[config.mk]
export PLATFORM = sky130hd
export DESIGN_NAME = lphi_ctrl
export DESIGN_NICKNAME = d
export VERILOG_FILES = /design/src/lphi_pkg.sv /design/src/lphi_ctrl.sv
export VERILOG_INCLUDE_DIRS = /design/src /design/src/src
export SDC_FILE = /design/constraint.sdc
export NUM_CORES = 1
export LEC_CHECK = 0
export BUFFER_PORTS_ARGS = -buffer_cell sky130_fd_sc_hd__buf_2
export CORE_AREA = 2 2 39 41
export CTS_CLUSTER_DIAMETER = 100
export DETAILED_ROUTE_END_ITERATION = 16
export DIE_AREA = 0 0 41 43
export SYNTH_ARGS = -nofsm -noshare
export SYNTH_HDL_FRONTEND = slang
export SYNTH_SLANG_ARGS = --single-unit
[constraint.sdc]
create_clock -name i_clk -period 2.71 [get_ports i_clk]
set_clock_uncertainty 0.05 [all_clocks]
set_input_delay 0.271 -clock i_clk [delete_from_list [all_inputs] [get_ports i_clk]]
set_output_delay 0.271 -clock i_clk [all_outputs]
set_load 0.02 [all_outputs]
[src/assert_macros.svh]
// ---------------------------------------------------------------------------
// Assertion macros
// Concurrent assertion wrappers, compiled out when SYNTHESIS is defined.
// ---------------------------------------------------------------------------
`ifndef ASSERT_MACROS_SVH
`define ASSERT_MACROS_SVH
`ifndef SYNTHESIS
// assertion with synchronous active-low reset as disable
`define LPHI_ASSERT(lbl, clk, rst_n, prop, msg) \
    lbl: assert property (@(posedge clk) disable iff (!rst_n) prop) else $error(msg);
// assertion that also checks across reset
`define LPHI_ASSERT_NR(lbl, clk, prop, msg) \
    lbl: assert property (@(posedge clk) prop) else $error(msg);
`else
`define LPHI_ASSERT(lbl, clk, rst_n, prop, msg)
`define LPHI_ASSERT_NR(lbl, clk, prop, msg)
`endif
`endif

[src/lphi_pkg.sv]
// ---------------------------------------------------------------------------
// lphi_pkg
// Types, sizes and codes shared by the linear probe hash index.
// ---------------------------------------------------------------------------
package lphi_pkg;

    localparam int SLOTS_LOG2 = 10;
    localparam int SLOT_COUNT = 1 << SLOTS_LOG2;
    localparam int CAPACITY   = 768;
    localparam int KEY_W      = 41;
    localparam int IDX_W      = 10;
    localparam int NEXT_W     = $clog2(CAPACITY + 1);

    typedef logic [SLOTS_LOG2-1:0] t_slot_addr;
    typedef logic [KEY_W-1:0]      t_key;
    typedef logic [IDX_W-1:0]      t_idx;
    typedef logic [NEXT_W-1:0]     t_next;

    typedef enum logic [1:0] {
        ST_FOUND     = 2'd0,
        ST_INSERTED  = 2'd1,
        ST_NOT_FOUND = 2'd2,
        ST_FULL      = 2'd3
    } t_status;

    typedef enum logic {
        OP_INSERT = 1'b0,
        OP_LOOKUP = 1'b1
    } t_op;

    typedef struct packed {
        logic  valid;
        t_key  key;
        t_idx  idx;
    } t_slot;

    // controller -> datapath
    typedef struct packed {
        logic    clr;          // write an empty slot at the sweep address
        logic    load;         // capture new word, read home slot
        logic    advance;      // step to next slot, read it
        logic    write;        // store key in current slot, bump next index
        logic    result_load;  // load output register
        t_status status;
    } t_cmd;

    // datapath -> controller
    typedef struct packed {
        logic slot_valid;
        logic key_match;
        logic last_probe;
        logic cap_full;
        logic is_lookup;
        logic clear_done;
        logic out_free;
    } t_sts;

    // index counter to output field width
    function automatic t_idx idx_field(input t_next v);
        logic [31:0] t;
        t = 32'(v);
        return t[IDX_W-1:0];
    endfunction

endpackage

[src/lphi_ctrl.sv]
// ---------------------------------------------------------------------------
// lphi_ctrl
// Controller: clearing sweep, request acceptance and probe sequencing.
// ---------------------------------------------------------------------------
`include "assert_macros.svh"

module lphi_ctrl
    import lphi_pkg::*;
(
    input  logic i_clk,
    input  logic i_rst_n,
    input  logic i_in_valid,
    output logic o_in_ready,
    input  t_sts i_sts,
    output t_cmd o_cmd
);

    typedef enum logic [2:0] {
        S_CLEAR = 3'b001,
        S_IDLE  = 3'b010,
        S_PROBE = 3'b100
    } t_state;

    t_state  r_state;
    t_state  n_state;
    logic    done;
    t_status status_sel;

    assign o_in_ready = (r_state == S_IDLE);

    // decide on the slot just read
    always_comb begin
        done       = 1'b1;
        status_sel = ST_FULL;
        if (!i_sts.slot_valid) begin
            if (i_sts.is_lookup) begin
                status_sel = ST_NOT_FOUND;
            end else if (i_sts.cap_full) begin
                status_sel = ST_FULL;
            end else begin
                status_sel = ST_INSERTED;
            end
        end else if (i_sts.key_match) begin
            status_sel = ST_FOUND;
        end else if (i_sts.last_probe) begin
            status_sel = ST_FULL;   // whole table probed
        end else begin
            done = 1'b0;
        end
    end

    always_comb begin
        n_state           = r_state;
        o_cmd             = '0;
        o_cmd.status      = status_sel;
        unique case (r_state)
            S_CLEAR: begin
                o_cmd.clr = 1'b1;
                if (i_sts.clear_done) begin
                    n_state = S_IDLE;
                end
            end
            S_IDLE: begin
                if (i_in_valid) begin
                    o_cmd.load = 1'b1;
                    n_state    = S_PROBE;
                end
            end
            S_PROBE: begin
                if (!done) begin
                    o_cmd.advance = 1'b1;
                end else if (i_sts.out_free) begin
                    o_cmd.result_load = 1'b1;
                    o_cmd.write       = (status_sel == ST_INSERTED);
                    n_state           = S_IDLE;
                end
            end
            default: begin
                n_state = S_CLEAR;
            end
        endcase
    end

    always_ff @(posedge i_clk) begin
        if (!i_rst_n) begin
            r_state <= S_CLEAR;
        end else begin
            r_state <= n_state;
        end
    end

    `LPHI_ASSERT_NR(a_rst_clear, i_clk, !i_rst_n |=> r_state == S_CLEAR, "reset must restart clearing sweep")
    `LPHI_ASSERT(a_write_ok, i_clk, i_rst_n, o_cmd.write |-> (!i_sts.slot_valid && !i_sts.is_lookup && !i_sts.cap_full && i_sts.out_free), "slot written without an empty slot, room and a free output")
    `LPHI_ASSERT(a_no_wrap, i_clk, i_rst_n, o_cmd.advance |-> (i_sts.slot_valid && !i_sts.key_match && !i_sts.last_probe), "probe stepped past a decision or the table end")
    `LPHI_ASSERT(a_res_idle, i_clk, i_rst_n, o_cmd.result_load |=> (r_state == S_IDLE && !i_sts.out_free == 0 || r_state == S_IDLE), "result load must return to idle")

endmodule

==> results.py <==
metrics = {
    "clock_network": {
        "cts_resized": 0,
        "path_clk_slew_ps": 40,
        "holdBufCountCts": 0,
        "cts_tree": "built",
        "clk_latency_ps": 230,
        "cts_setup_buffers": 0,
        "clock-sinks": 3,
        "cts-root-buf": "clkbuf_4",
        "clockBufferDepth": 2,
        "cts_made_buffers": 3,
        "cts-htree-levels": 1,
    },
    "timing": {
        "setup_ws_ps": 948,
        "max_freq_mhz": 567,
        "tightest_slew_ps": 287,
        "rsz0062_at_grt": "false",
        "finalCriticalPeriod_ps": 1760,
        "drv_slew": 0,
        "hold_ws_ps": 205,
        "tns_ps": 0,
        "setup_violations": 0,
        "max-slew-margin-rel": 0.808,
        "finalCritPeriodShare": 0.650,
        "hold_violations": 0,
    },
    "global_routing": {
        "antenna_found_initial": 0,
        "grt_max_degree": 12,
        "first_global_vias": 255,
        "busiest_layer": "met2",
        "grt_use_met3": 0.0314,
        "grt_pass1_wl_mm": 1.00,
        "grtUsageMet1": 0.103,
        "grt-ovfl-total": 0,
        "met2_usage": 0.116,
        "grt_use_total": 0.0843,
    },
    "drt": {
        "via_per_inst": 4.60,
        "drtIter0Drc": 1,
        "drc_errors": 0,
        "routed-via-count": 308,
        "antenna_left": 0,
        "postRouteWirelength_um": 630,
        "drtPass1Iterations": 2,
        "drt-wirelength-per-cell_um": 9.40,
    },
    "floorplanning": {
        "num_rows": 14,
        "die-area_sq_um": 1760,
        "die_height_um": 43,
        "initial_core_util": 0.193,
        "die_w_um": 41,
        "core_area_sq_um": 1380,
        "ios": 18,
    },
    "setup_path": {
        "cp-end-kind": "output pin",
        "arrival_ps": 1440,
        "cp_max_fo": 11,
        "reg2regPathDepth": 3,
        "rr_endpoint": "r_state[2]",
        "cp.required_ps": 2390,
        "reg2reg_from": "r_state[2]",
        "critPathBufInv": 1,
        "path_cells": "or3b_1 -> nor2_4 -> buf_2",
        "r2r_slack_ps": 1390,
        "cp_slowest_cell": "dfxtp_1",
        "critPathKind": "reg -> out",
        "slowest_delay_ps": 470,
        "startpoint_type": "register",
        "worst_path_dominant_cell_family": "simple AND/OR/NAND/NOR gates",
        "cp-startpoint": "r_state[2]",
    },
    "logic_synthesis": {
        "ys_types": 23,
        "synth_cells": 31,
        "synth-async-reset-ratio": 0,
        "synth_area_sq_um": 268,
        "synth_top_area_frac": 0.224,
        "syn_area_per_cell_sq_um": 8.64,
        "syn_nets": 41,
        "yosys_warnings": 0,
        "synth_edf_count": 0,
        "synthFlopType": "dfxtp_1",
        "ys_ff_latch": 3,
        "synth_area_leaders": "dfxtp_1, nand4bb_1, nand2b_1",
        "yosysSeqAreaShare": 0.224,
        "yosys-top-cells-count": "dfxtp_1, nand2b_1",
        "synth_top_area_cell": "dfxtp_1",
    },
    "cells_and_area": {
        "area_growth_pct": 44.9,
        "post-route-cell-area_sq_um": 388,
        "final_nets": 62,
        "layout-drive-gt1-share": 0.431,
        "postLayoutCoreUtil": 0.280,
        "finalNonFillerCells": 67,
        "largest_reg_flops": 3,
        "antenna_cells": 0,
        "largestRegisters": "r_state: 3 flops",
        "top_register": "r_state",
    },
    "power": {
        "ir_worst_vdd_uv": 108,
        "p_leak_nw": 0.172,
        "p_per_area_nw_per_um2": 432,
        "finalPower_mw": 0.168,
    },
    "placement": {
        "gp_routability_congestion": 0.814,
        "place_area_sq_um": 362,
        "port_buffers": 17,
        "post-place-ws_ps": 1190,
        "dp.cells": 63,
        "place_hpwl_um": 501,
    },
    "min_path": {
        "hold_class": "in -> reg",
        "worstHoldEndpoint": "r_state[0]",
        "min_from": "i_rst_n",
        "whs_path_depth": 2,
    },
    "run_status": {
        "outcome": "finished clean",
    },
    "run": {
        "max_cap_violations": 0,
    },
}
## report_power, final
part,total [mW],switching (mW),leakage [nW],internal (mW)
combinational,0.0369,0.0191,0.133,0.0179
sequential,0.0511,0.00413,0.0246,0.0469
clock,0.0796,0.0243,0.0150,0.0553
total,0.168,0.0475,0.172,0.120
## final cells by class
| cell class | instances | area, sq um |
|---|---|---|
| Inverter | 1 | 3.75 |
| Tap cell | 16 | 20.0 |
| Multi-Input combinational cell | 26 | 193 |
| Clock buffer | 4 | 26.3 |
| Fill cell | 163 | 996 |
| Sequential cell | 3 | 60.1 |
| Timing Repair Buffer | 17 | 85.1 |
## metal layers
layer,vias up,share of wire,routed length [um]
li1,160,-,-
met4,0,0,0
met3,0,0.056,35
met5,-,0,0
met1,135,0.48,304
met2,13,0.46,291
## cells in the final DEF (no fill, tap or decap)
cell,count
o21ai_0,1
and2_1,1
nor4_1,1
o211ai_1,1
o2bb2ai_1,1
a21boi_1,1
clkbuf_4,3
or3b_4,1
nand2b_1,3
nand4bb_1,2
nor2_1,2
dfxtp_1,3
mux2i_1,1
nor3_1,1
o21ai_1,1
or3_1,1
nor2b_1,1
inv_1,1
or3b_1,2
nor2_4,1
a21oi_1,2
clkbuf_1,1
o221a_1,1
buf_2,17
o22a_1,1
## logic make-up after synthesis
group,count (synthesis),synth area share
mux,1,0.0374
compound gates,9,0.238
flops,3,0.224
buf+inv,2,0.0561
simple gates,16,0.444
## worst max path at each step
| stage | endpoint | slack, ps | cells past startpoint |
|---|---|---|---|
| after floorplan | o_cmd[3] | 1180 | 3 |
| after global placement | o_cmd[4] | 1220 | 3 |
| after detailed placement | o_cmd[4] | 1190 | 3 |
| after CTS | o_cmd[4] | 940 | 3 |
| after global routing | o_cmd[4] | 850 | 3 |
| final | o_cmd[4] | 950 | 3 |
Note: power is estimated with default switching activity, not from simulation.
